## config.mk

```make
export PLATFORM = sky130hd
export DESIGN_NAME = byterun1_row_decoder_unit
export DESIGN_NICKNAME = d
export VERILOG_FILES = /design/src/design/br1_pkg.sv /design/src/design/byterun1_row_decoder_unit.sv /design/src/design/br1_adv.sv
export SDC_FILE = /design/constraint.sdc
export NUM_CORES = 1
export LEC_CHECK = 0
export ABC_AREA = 0
export BUFFER_PORTS_ARGS = -buffer_cell sky130_fd_sc_hd__clkbuf_2
export CAP_MARGIN = 10
export CELL_PAD_IN_SITES_DETAIL_PLACEMENT = 1
export CELL_PAD_IN_SITES_GLOBAL_PLACEMENT = 1
export CORE_ASPECT_RATIO = 0.9
export CORE_UTILIZATION = 49
export DETAILED_ROUTE_END_ITERATION = 10
export MAX_ROUTING_LAYER = met4
export PLACE_DENSITY = 0.86
export SLEW_MARGIN = 20
export SYNTH_ARGS = -nofsm -noshare
export SYNTH_HDL_FRONTEND = slang
export SYNTH_SLANG_ARGS = --single-unit
```

## constraint.sdc

```tcl
create_clock -name clk -period 15.8 [get_ports clk]
set_clock_uncertainty 0.15 [all_clocks]
set_input_delay 2.37 -clock clk [delete_from_list [all_inputs] [get_ports clk]]
set_output_delay 2.37 -clock clk [all_outputs]
set_load 0.05 [all_outputs]
```

## src/design/br1_pkg.sv

```systemverilog
// shared types and constants for the byterun1 row decoder
// used by br1_adv and byterun1_row_decoder_unit; no dependencies
package br1_pkg;

  localparam int unsigned MAX_ROW_BYTES = 256;
  localparam int unsigned MAX_LINES     = 4096;

  localparam logic [7:0] CTRL_NOP = 8'h80;  // control byte -128

  // configuration register indexes
  localparam logic [1:0] REG_COMPRESSED = 2'd0;
  localparam logic [1:0] REG_ROW_BYTES  = 2'd1;
  localparam logic [1:0] REG_LINE_COUNT = 2'd2;

  typedef enum logic [1:0] {
    PH_CTRL = 2'd0,
    PH_LIT  = 2'd1,
    PH_REP  = 2'd2
  } phase_t;

  typedef enum logic {
    S_IDLE = 1'b0,
    S_EMIT = 1'b1
  } state_t;

  // one step of the row position unit
  typedef struct packed {
    logic [1:0]  k;
    logic [8:0]  row_pos;
    logic [11:0] line_pos;
    logic        row_end;
    logic        image_end;
  } adv_t;

endpackage

```

## src/design/byterun1_row_decoder_unit.sv

```systemverilog
// byterun1 (packbits) row decoder top level: control decode, sequencer
// and output register; depends on br1_pkg and br1_adv
//
//  channel  | direction | handshake            | payload
//  ---------+-----------+----------------------+---------------------------------
//  in       | input     | in_valid / in_stall  | in_byte
//  out      | output    | out_valid / out_stall| byte_first, byte_second,
//           |           |                      | byte_count, row_end, image_end,
//           |           |                      | overrun, last_of_input
//  cfg      | input     | cfg_we               | cfg_index, cfg_data
//
// a body byte is taken while the sequencer is idle; a byte that yields r
// results then holds the input until all are issued, one result per cycle
// through the row position unit while the output does not stall; a repeat
// run of n bytes yields results of up to two bytes each. control bytes and
// dropped literals yield nothing. a new byte is taken while the last result
// still waits in the output register. synchronous reset restores the
// register defaults and expects a control byte.
module byterun1_row_decoder_unit import br1_pkg::*; (
  input  logic        clk,
  input  logic        rst,
  input  logic        in_valid,
  output logic        in_stall,
  input  logic [7:0]  in_byte,
  output logic        out_valid,
  input  logic        out_stall,
  output logic [7:0]  byte_first,
  output logic [7:0]  byte_second,
  output logic [1:0]  byte_count,
  output logic        row_end,
  output logic        image_end,
  output logic        overrun,
  output logic        last_of_input,
  input  logic        cfg_we,
  input  logic [1:0]  cfg_index,
  input  logic [12:0] cfg_data
);

  logic        compressed;
  logic [8:0]  row_bytes;
  logic [12:0] line_count;

  state_t      state, state_next;
  phase_t      phase, phase_next;
  logic [7:0]  run_left, run_left_next;
  logic        drop_rest, drop_rest_next;
  logic [8:0]  row_pos, row_pos_next;
  logic [11:0] line_pos, line_pos_next;
  logic [7:0]  rem, rem_next;
  logic        job_rep, job_rep_next;
  logic [7:0]  hold;

  logic        in_xfer;
  logic        out_free;
  logic        emit;
  logic        job_start;
  logic [7:0]  run_dec;
  logic [7:0]  rem_after;
  logic        res_last;
  logic        res_ov;
  adv_t        adv;

  br1_adv u_adv (
    .row_pos    (row_pos),
    .line_pos   (line_pos),
    .rem        (rem),
    .row_bytes  (row_bytes),
    .line_count (line_count),
    .adv        (adv)
  );

  assign in_stall  = (state != S_IDLE);
  assign in_xfer   = in_valid && !in_stall;
  assign out_free  = !out_valid || !out_stall;
  assign emit      = (state == S_EMIT) && out_free;
  assign run_dec   = (run_left == 8'd0) ? 8'd0 : run_left - 8'd1;
  assign rem_after = rem - {6'd0, adv.k};
  assign res_last  = !job_rep || adv.row_end || (rem_after == 8'd0);
  // single results carry the literal count left, repeat results the run left
  assign res_ov    = adv.row_end &&
                     ((rem_after != 8'd0) || (!job_rep && run_left != 8'd0));

  // byte decode on input transfer, counter updates on each result
  always_comb begin
    phase_next     = phase;
    run_left_next  = run_left;
    drop_rest_next = drop_rest;
    row_pos_next   = row_pos;
    line_pos_next  = line_pos;
    rem_next       = rem;
    job_rep_next   = job_rep;
    job_start      = 1'b0;
    if (in_xfer) begin
      if (!compressed) begin
        phase_next     = PH_CTRL;
        run_left_next  = 8'd0;
        drop_rest_next = 1'b0;
        job_start      = 1'b1;
        job_rep_next   = 1'b0;
        rem_next       = 8'd1;
      end else begin
        case (phase)
          PH_LIT: begin
            run_left_next = run_dec;
            if (drop_rest) begin
              if (run_dec == 8'd0) begin
                phase_next     = PH_CTRL;
                drop_rest_next = 1'b0;
              end
            end else begin
              job_start    = 1'b1;
              job_rep_next = 1'b0;
              rem_next     = 8'd1;
            end
          end
          PH_REP: begin
            phase_next    = PH_CTRL;
            run_left_next = 8'd0;
            rem_next      = run_left;
            job_rep_next  = 1'b1;
            job_start     = (run_left != 8'd0);
          end
          default: begin
            if (!in_byte[7]) begin
              phase_next     = PH_LIT;
              run_left_next  = {1'b0, in_byte[6:0]} + 8'd1;
              drop_rest_next = 1'b0;
            end else if (in_byte != CTRL_NOP) begin
              phase_next    = PH_REP;
              run_left_next = 8'(9'd257 - {1'b0, in_byte});
            end else begin
              phase_next = PH_CTRL;
            end
          end
        endcase
      end
    end else if (emit) begin
      row_pos_next  = adv.row_pos;
      line_pos_next = adv.line_pos;
      rem_next      = rem_after;
      if (!job_rep) begin
        if (run_left == 8'd0) begin
          phase_next = PH_CTRL;
        end else if (adv.row_end) begin
          drop_rest_next = 1'b1;
        end
      end
    end
  end

  always_comb begin
    state_next = state;
    case (state)
      S_IDLE: begin
        if (job_start) begin
          state_next = S_EMIT;
        end
      end
      S_EMIT: begin
        if (emit && res_last) begin
          state_next = S_IDLE;
        end
      end
      default: state_next = S_IDLE;
    endcase
  end

  always_ff @(posedge clk) begin
    if (rst) begin
      state     <= S_IDLE;
      phase     <= PH_CTRL;
      run_left  <= 8'd0;
      drop_rest <= 1'b0;
      row_pos   <= 9'd0;
      line_pos  <= 12'd0;
      rem       <= 8'd0;
      job_rep   <= 1'b0;
    end else begin
      state     <= state_next;
      phase     <= phase_next;
      run_left  <= run_left_next;
      drop_rest <= drop_rest_next;
      row_pos   <= row_pos_next;
      line_pos  <= line_pos_next;
      rem       <= rem_next;
      job_rep   <= job_rep_next;
    end
  end

  always_ff @(posedge clk) begin
    if (in_xfer) begin
      hold <= in_byte;
    end
  end

  always_ff @(posedge clk) begin
    if (rst) begin
      compressed <= 1'b1;
      row_bytes  <= 9'd40;
      line_count <= 13'd1;
    end else if (cfg_we) begin
      case (cfg_index)
        REG_COMPRESSED: compressed <= cfg_data[0];
        REG_ROW_BYTES:  row_bytes  <= cfg_data[8:0];
        REG_LINE_COUNT: line_count <= cfg_data;
        default: ;
      endcase
    end
  end

  // output register
  always_ff @(posedge clk) begin
    if (rst) begin
      out_valid <= 1'b0;
    end else if (emit) begin
      out_valid <= 1'b1;
    end else if (!out_stall) begin
      out_valid <= 1'b0;
    end
  end

  always_ff @(posedge clk) begin
    if (emit) begin
      byte_first    <= hold;
      byte_second   <= (adv.k == 2'd2) ? hold : 8'd0;
      byte_count    <= adv.k;
      row_end       <= adv.row_end;
      image_end     <= adv.image_end;
      overrun       <= res_ov;
      last_of_input <= res_last;
    end
  end

  a_count_range: assert property (@(posedge clk) disable iff (rst)
    out_valid |-> (byte_count == 2'd1 || byte_count == 2'd2))
    else $error("result with byte count outside one or two");

  a_overrun_on_row_end: assert property (@(posedge clk) disable iff (rst)
    out_valid && (overrun || image_end) |-> row_end)
    else $error("overrun or image end without row end");

  a_second_zero: assert property (@(posedge clk) disable iff (rst)
    out_valid && byte_count == 2'd1 |-> byte_second == 8'd0)
    else $error("second byte not cleared on a one-byte result");

  a_row_end_resets_pos: assert property (@(posedge clk) disable iff (rst)
    emit && adv.row_end |=> row_pos == 9'd0)
    else $error("row position not cleared after row end");

endmodule

```

## src/design/br1_adv.sv

```systemverilog
// row position unit: clamps the row and line registers, picks how many
// bytes the next result holds and advances the row and line counters
// depends on br1_pkg
module br1_adv import br1_pkg::*; (
  input  logic [8:0]  row_pos,
  input  logic [11:0] line_pos,
  input  logic [7:0]  rem,
  input  logic [8:0]  row_bytes,
  input  logic [12:0] line_count,
  output adv_t        adv
);

  logic [8:0]  len;
  logic [12:0] lines;
  logic [8:0]  room;
  logic [1:0]  k;
  logic [8:0]  sum;
  logic [12:0] line_inc;

  always_comb begin
    if (row_bytes == 9'd0) begin
      len = 9'd1;
    end else if (row_bytes > 9'(MAX_ROW_BYTES)) begin
      len = 9'(MAX_ROW_BYTES);
    end else begin
      len = row_bytes;
    end

    if (line_count == 13'd0) begin
      lines = 13'd1;
    end else if (line_count > 13'(MAX_LINES)) begin
      lines = 13'(MAX_LINES);
    end else begin
      lines = line_count;
    end

    // a row already past its end after a register change gets one byte
    room = (row_pos < len) ? (len - row_pos) : 9'd1;

    k = (rem >= 8'd2) ? 2'd2 : rem[1:0];
    if (room == 9'd1 && k == 2'd2) begin
      k = 2'd1;
    end

    sum      = row_pos + {7'd0, k};
    line_inc = {1'b0, line_pos} + 13'd1;

    adv.k         = k;
    adv.row_end   = (sum >= len) || (sum == 9'd0);
    adv.row_pos   = adv.row_end ? 9'd0 : sum;
    adv.image_end = 1'b0;
    adv.line_pos  = line_pos;
    if (adv.row_end) begin
      if (line_inc >= lines) begin
        adv.line_pos  = 12'd0;
        adv.image_end = 1'b1;
      end else begin
        adv.line_pos = line_inc[11:0];
      end
    end
  end

endmodule
```

==> results of run 1 <==
## area by class of cell
cell class                 instances  share of cell area (%)
clock buffer                       9                    3.41
multi-input combinational        544                    52.2
sequential                        96                    33.7
inverter                          40                    2.28
clock inverter                     7                    1.44
tap                              156                    2.96
timing repair buffer              52                    3.98
## Yosys cell counts (10+ instances only)
| library cell | number |
|---|---|
| nand2_1 | 106 |
| dfxtp_1 | 66 |
| a21oi_1 | 57 |
| nor2_1 | 55 |
| ha_1 | 42 |
| inv_1 | 37 |
| o21ai_0 | 34 |
| edfxtp_1 | 30 |
| clkbuf_1 | 27 |
| xnor2_1 | 24 |
| nand3_1 | 22 |
| nor3_1 | 18 |
| nand2b_1 | 15 |
| a22oi_1 | 13 |
| xor2_1 | 12 |
| and2_1 | 11 |
| and3_1 | 10 |
| nand4_1 | 10 |
## kinds of logic (layout without fill, tap and decap cells)
family          after synthesis  after routing  synth area share, %
compound gates              164            164                 17.5
xor+xnor                     36             36                 5.28
fa+ha+maj                    45             45                 9.81
buf+inv                      74            108                 5.01
flops                        96             96                 37.2
mux                           3              3                0.524
simple gates                296            296                 24.6
## final timing paths
path | start | to | slack, ps | cells past startpoint
worst max-delay path | row_bytes[4] | line_pos[2] | 8540 | 27
worst min-delay path | hold[3] | byte_first[3] | 310 | 0
worst max register to register | row_bytes[4] | line_pos[2] | 8540 | 27
worst min register to register | hold[3] | byte_first[3] | 310 | 0
## flip-flops by register name, summed over array words and instances (netlist names), 2 cells and up
register	flops
byte_count	2
byte_first	8
byte_second	8
hold	8
line_count	13
line_pos	12
phase	2
rem	8
row_bytes	9
row_pos	9
run_left	8
## report_power, final
group / total [mW] / internal (mW) / switching (mW)
Combinational: 0.191 / 0.0691 / 0.122
Clock: 0.238 / 0.128 / 0.110
Sequential: 0.280 / 0.269 / 0.0111
Total: 0.709 / 0.466 / 0.243
## stage by stage
stage	power [mW]	setup slack (ps)	hold WS, ps	cells
CTS	0.711	8590	311	904
global route	0.740	7940	337	904
finish	0.709	8540	315	904
global placement	0.459	9000	279	888
detailed placement	0.471	8650	294	888
floorplan	0.420	9630	267	714
## per-layer routing
layer / routed length, µm / vias to the layer above / part of all wire, % / GRT usage [%]
li1: - / 2606 / - / -
met1: 8070 / 2666 / 47 / 37.6
met2: 8270 / 125 / 48 / 48.3
met3: 718 / 19 / 4.1 / 5.59
met4: 259 / 0 / 1.5 / 9.89
met5: 0 / - / 0 / -
==> impl_metrics.yaml, run 1 <==
run_status:
  outcome: "complete, no violations"
detailed_routing:
  wl_per_cell_um: 19.2
  drtIter0Drc: 318
  drt-pass1-iter-count: 5
  num_vias: 5416
  ant_nets: 0
  drt-total-wl_mm: 17.3
  drc_errors: 0
  viasPerCell: 5.99
cts:
  cts.sinks: 96
  cts_setup_buffers: 0
  insertion_delay_ps: 370
  numCtsBuffers: 9
  ctsResizeCount: 0
  cts.clk_slew.worst_paths_ps: 70
  cts_tree: "yes"
  htreeDepth: 3
  cts.root.buffer_cell: "clkbuf_16"
  holdBufCountCts: 0
  clock_path_buffers: 2
synth:
  ys_ff_latch: 96
  synth_edf_count: 30
  ys_top_cells_by_area: "dfxtp_1 (22%), edfxtp_1 (15%), ha_1 (8.8%), nand2_1 (6.7%), a21oi_1 (4.8%)"
  ys.flop_type: "dfxtp_1"
  synth.net_count: 787
  yosys.area.top_type: "dfxtp_1"
  ys_seq_area_share_pct: 37.2
  synthArstFlopShare_pct: 0
  syn-cell-area_um2: 5970
  syn_inst: 714
  yosysTopAreaCellShare_pct: 22.1
  yosysUniqueCellTypes: 73
  yosys_warnings: 0
  synth_area_per_cell_um2: 8.36
layout:
  antennaDiodeCount: 0
  syn_to_final_growth_pct: 10.5
  final_common_cell: "nand2_1"
  multi_input_area_um2: 3450
  fill_cells: 1460
  utilization_pct: 56.5
  regArea_um2: 2220
  final_cell_area_um2: 6600
  drive_gt1_share_pct: 11.6
  nNetsFinal: 816
  mostFrequentLayoutCells: "nand2_1 (106), dfxtp_1 (66), a21oi_1 (57)"
timing:
  fmax_mhz: 138
  setup_violations: 0
  max_slew_margin_pct: 27.8
  post-route-min-period_ps: 7260
  drv_slew: 0
  min_period_over_period_pct: 46.0
  rsz0062_at_grt: "false"
  fin_setup_tns_ps: 0
  worstMarginPinSlew_ps: 1080
  hold_violations: 0
critical_path:
  cpMaxStageDelayCell: "or4b_1"
  setup.worst_path.end_class: "flop"
  cp-start-kind: "flop"
  crit_fanout: 17
  crit_top_cell: "ha_1"
  path_delay_family: "simple AND/OR/NAND/NOR gates"
  path_class: "reg -> reg"
  cp_slowest_stage_delay_ps: 580
  crit_required_ps: 15940
  worstPathArrival_ps: 7400
  path_buf_inv: 1
global_route:
  grt_pass1_wl_mm: 28.9
  grt_pass1_vias: 5731
  antenna_found_initial: 0
  grtUsageTotal_pct: 29.8
  grt_max_degree: 69
  overflow: 0
pwr:
  cellPowerDensity_nw_per_um2: 107
  p_leak_nw: 2.64
  vdd_drop_max_mv: 0.0880
die:
  start_util_pct: 51.1
  boundaryPins: 52
  die_area_um2: 12600
  die_y_um: 107
  die_x_um: 118
  num_rows: 37
  core_um2: 11700
placement:
  place_area_um2: 6280
  gp_congestion: 0.838
  hpwl_mm: 12.6
  portBuffers: 51
worst_hold_path:
  hp-class: "reg -> reg"
flow_run:
  cap_viol_max_count: 0
Power figures use the tool's default switching activity.
==> inputs of run 2 (changes only) <==
Settings changed: CORE_UTILIZATION 49 to 41, PLACE_DENSITY 0.86 to 0.76.
Clock period 15.8 ns to 6.3 ns, I/O delays scaled along.
==> run 2 against run 1 <==
Fmax rose by 21%. Total power rose to 2.6 times the previous value. Cell count rose by 5.2%. Register-to-register slack got worse by 8200 ps. Setup slack got worse by 8200 ps.
==> impl_metrics.yaml, run 2 (synthesis results as in run 1) <==
global_route:
  grt_pass1_vias: 5388
  grt_pass1_wl_mm: 27.4
  grtUsageTotal_pct: 24.2
  antenna_found_initial: 0
  grt_max_degree: 69
  overflow: 0
layout:
  fill_cells: 1703
  drive_gt1_share_pct: 15.4
  regArea_um2: 2220
  largest_reg_flops: 13
  syn_to_final_growth_pct: 14.7
  reg.largest.list: "line_count: 13 flops, line_pos: 12 flops"
  multi_input_area_um2: 3570
  final_cell_area_um2: 6840
  nNetsFinal: 826
  utilization_pct: 48.5
  mostFrequentLayoutCells: "nand2_1 (106), dfxtp_1 (66), a21oi_1 (55), nor2_1 (55), clkbuf_2 (51)"
  final_common_cell: "nand2_1"
  regMostFlops: "line_count"
  antennaDiodeCount: 0
detailed_routing:
  drt-total-wl_mm: 16.8
  wl_per_cell_um: 17.7
  drtIter0Drc: 310
  drt-pass1-iter-count: 5
  num_vias: 5377
  viasPerCell: 5.65
  drc_errors: 0
  ant_nets: 0
placement:
  place_area_um2: 6360
  gp_congestion: 0.840
  portBuffers: 51
  hpwl_mm: 12.3
run_status:
  outcome: "complete, no violations"
cts:
  htreeDepth: 3
  cts_tree: "yes"
  cts.sinks: 96
  holdBufCountCts: 0
  clock_path_buffers: 2
  cts.clk_slew.worst_paths_ps: 70
  numCtsBuffers: 9
  cts.root.buffer_cell: "clkbuf_16"
  insertion_delay_ps: 350
die:
  die_y_um: 116
  num_rows: 41
  die_x_um: 129
  start_util_pct: 42.3
  boundaryPins: 52
  die_area_um2: 15000
  core_um2: 14100
critical_path:
  worstPathArrival_ps: 6100
  cpMaxStageDelayCell: "or4b_4"
  path_class: "reg -> reg"
  cp-start-kind: "flop"
  path_buf_inv: 3
  crit_required_ps: 6410
  crit_fanout: 8
  timing.critical_path.from: "row_bytes[4]"
  cp_slowest_stage_delay_ps: 520
  reg2reg_from: "row_bytes[4]"
  path_delay_family: "simple AND/OR/NAND/NOR gates"
  setup.worst_path.end_class: "flop"
timing:
  setup_violations: 0
  post-route-min-period_ps: 5980
  min_period_over_period_pct: 95.0
  max_slew_margin_pct: 25.7
  worstMarginPinSlew_ps: 1110
  drv_slew: 0
  fmax_mhz: 167
  hold_violations: 0
flow_run:
  cap_viol_max_count: 0
pwr:
  cellPowerDensity_nw_per_um2: 266
  vdd_drop_max_mv: 0.182
  p_leak_nw: 2.69
worst_hold_path:
  min_from: "hold[4]"
  hp-class: "reg -> reg"
[run 2: changes by cell type in the layout (fill, tap and decap cells not counted), sizes merged]
cell      change
clkinvlp      +1
clkbuf        +1
buf          +10
inv           -2
[run 2: worst paths after layout]
path	slack, ps	depth (start not counted)	end
max	320	28	in_stall
min	310	0	byte_first[4]
min reg2reg	310	0	byte_first[4]
max reg2reg	320	28	in_stall
[run 2: report_power, final]
| part | internal, mW | leakage, nW | switching (mW) | total [mW] |
|---|---|---|---|---|
| sequential | 0.674 | 0.815 | 0.0269 | 0.701 |
| combinational | 0.222 | 1.73 | 0.321 | 0.543 |
| clock | 0.324 | 0.150 | 0.250 | 0.574 |
[run 2: cell type report]
cell class	instances	area share (%)
clock buffer	10	3.49
clock inverter	6	1.06
inverter	40	2.23
multi-input combinational	544	52.1
sequential	96	32.5
tap	193	3.53
timing repair buffer	62	5.10
[run 2: routing by layer]
layer / vias to the layer above / share of wire (%) / track usage, %
met5: - / 0 / -
met4: 0 / 0.97 / 6.43
met3: 12 / 4.6 / 3.71
met2: 119 / 45 / 37.5
met1: 2633 / 49 / 32.8
li1: 2613 / - / -
[run 2: worst reg2reg max path: cells and delay by family, from the launching register on]
family,cells,cell delay (ps)
simple gates,9,1800
compound gates,9,1780
fa+ha+maj,5,1160
buf+inv,3,350
flops,1,330
xor+xnor,2,320
[run 2: through the flow]
step	std cells	power [mW]	hold slack [ps]	worst slack [ps]	TNS, ps
after CTS	949	1.79	308	4.28	0
after global routing	951	1.91	316	-76.2	-510
after global placement	930	1.17	281	146	0
after detailed placement	930	1.19	291	-127	-532
after floorplan	714	1.05	267	125	0
final	951	1.82	308	317	0
[run 2: timing repair]
action,4_1_cts,5_1_grt
pin swaps,4,10
setup buffers,3,2
hold endpoints to repair,0,0
gates resized for setup,7,23
endpoints found under the setup margin,23,27
==> inputs of run 3 (changes only) <==
Settings changed: CORE_UTILIZATION 41 to 46, PLACE_DENSITY 0.76 to 0.81.
Clock period 6.3 ns to 6.4 ns, I/O delays scaled along.
==> run 3 against run 2 <==
Via count grew 1.7%. Sequential power is 2% lower. First-iteration DRC count shrank 1.6%. Critical endpoint is now row_pos[1]. Fmax is 2.4% lower. Global-route usage grew 2.9 points. Die area is 11% lower. Wire length rose by 5.6%. Non-clock buffer count grew 3. Clock-buffer cell count is 1 lower.
==> impl_metrics.yaml, run 3 (synthesis results as in run 1) <==
timing:
  post-route-min-period_ps: 6130
  finalWorstSetupSlack_ps: 268
  setup_violations: 0
  hold_violations: 0
  min_period_over_period_pct: 95.8
  fin_setup_tns_ps: 0
  worstMarginPinSlew_ps: 886
  drv_slew: 0
  max_slew_margin_pct: 40.3
  fmax_mhz: 163
detailed_routing:
  drt-total-wl_mm: 17.8
  drt-pass1-iter-count: 5
  drc_errors: 0
  viasPerCell: 5.91
  num_vias: 5471
  ant_nets: 0
  wl_per_cell_um: 19.2
  drtIter0Drc: 305
layout:
  fill_cells: 1509
  nNetsFinal: 829
  stdcell_count: 925
  syn_to_final_growth_pct: 14.5
  mostFrequentLayoutCells: "nand2_1 (105), dfxtp_1 (65), a21oi_1 (56)"
  reg.largest.list: "line_count: 13 flops, line_pos: 12 flops"
  antennaDiodeCount: 0
  regMostFlops: "line_count"
  utilization_pct: 53.8
  drive_gt1_share_pct: 15.8
  final_common_cell: "nand2_1"
  largest_reg_flops: 13
cts:
  cts.sinks: 96
  htreeDepth: 3
  cts.clk_slew.worst_paths_ps: 80
  numCtsBuffers: 9
  holdBufCountCts: 0
  insertion_delay_ps: 360
  cts_tree: "yes"
  clock_path_buffers: 2
  cts.root.buffer_cell: "clkbuf_16"
placement:
  dpl.cell_count: 902
  portBuffers: 51
  hpwl_mm: 12.8
  gp_congestion: 0.879
  dp_slack_ps: -85.1
die:
  boundaryPins: 52
  die_area_um2: 13400
  core_um2: 12700
  die_x_um: 122
  num_rows: 39
  die_y_um: 110
  start_util_pct: 47.0
critical_path:
  path_class: "reg -> reg"
  cpMaxStageDelayCell: "or4b_4"
  worstPathArrival_ps: 6230
  setup.worst_path.end_class: "flop"
  cp-start-kind: "flop"
  cp_slowest_stage_delay_ps: 540
  crit_fanout: 8
  crit_required_ps: 6500
flow_run:
  cap_viol_max_count: 0
pwr:
  p_leak_nw: 2.72
  vdd_drop_max_mv: 0.212
  p_total_mw: 1.80
  cellPowerDensity_nw_per_um2: 264
global_route:
  grt_pass1_wl_mm: 27.3
  grt_use_met1_pct: 35.8
  busiest_layer: "met2"
  grtUsageMet3_pct: 4.17
  grt_max_degree: 69
  overflow: 0
  grt_pass1_vias: 5317
  use_met2_pct: 43.2
  antenna_found_initial: 0
  grtUsageTotal_pct: 27.1
worst_hold_path:
  hp-class: "reg -> reg"
run_status:
  outcome: "complete, no violations"
==> run 3: worst max-delay path: cells and delay by family, from the launching register on <==
kind	cells	cell delay [ps]
DFF	1	340
AOI/OAI and AO/OA	8	1790
and+or+nand+nor	8	1820
adders and majority gates	5	1310
xor gates and xnor gates	1	180
buffers and inverters	3	430
==> run 3: repair_timing <==
action	in CTS	in global routing
setup buffers	0	7
pin swaps	1	15
endpoints found under the setup margin	20	27
gates resized for setup	5	24
hold endpoints to repair	0	0
==> run 3: stage by stage <==
stage          cell area, µm²  hold slack (ps)
5_1_grt                  6830              326
3_3_place_gp             6330              278
4_1_cts                  6660              308
2_1_floorplan            5970              267
3_5_place_dp             6330              290
6_report                 6830              312
==> run 3: worst paths after layout <==
| check | startpoint | endpoint | slack (ps) | cells after the start |
|---|---|---|---|---|
| max reg2reg | row_bytes[7] | row_pos[1] | 270 | 25 |
| max | row_bytes[7] | row_pos[1] | 270 | 25 |
| min reg2reg | hold[4] | byte_first[4] | 310 | 0 |
| min | hold[4] | byte_first[4] | 310 | 0 |
==> run 3: report_power, final <==
part           internal, mW  switching [mW]  leakage (nW)
sequential            0.663          0.0273         0.816
clock                 0.277           0.272         0.148
combinational         0.222           0.340          1.75
total                  1.16           0.639          2.72
==> run 3: metal layers <==
metal	wire (µm)	part of all wire, %
met1	8210	46
met2	8520	48
met3	749	4.2
met4	301	1.7
met5	0	0
==> run 3: cell type report <==
| class | count | area [µm²] | area share [%] |
|---|---|---|---|
| Clock inverter | 7 | 78.8 | 1.15 |
| Inverter | 40 | 150 | 2.20 |
| Multi-Input combinational cell | 544 | 3580 | 52.5 |
| Clock buffer | 9 | 225 | 3.30 |
| Tap cell | 164 | 205 | 3.00 |
| Sequential cell | 96 | 2220 | 32.6 |
| Timing Repair Buffer | 65 | 364 | 5.33 |
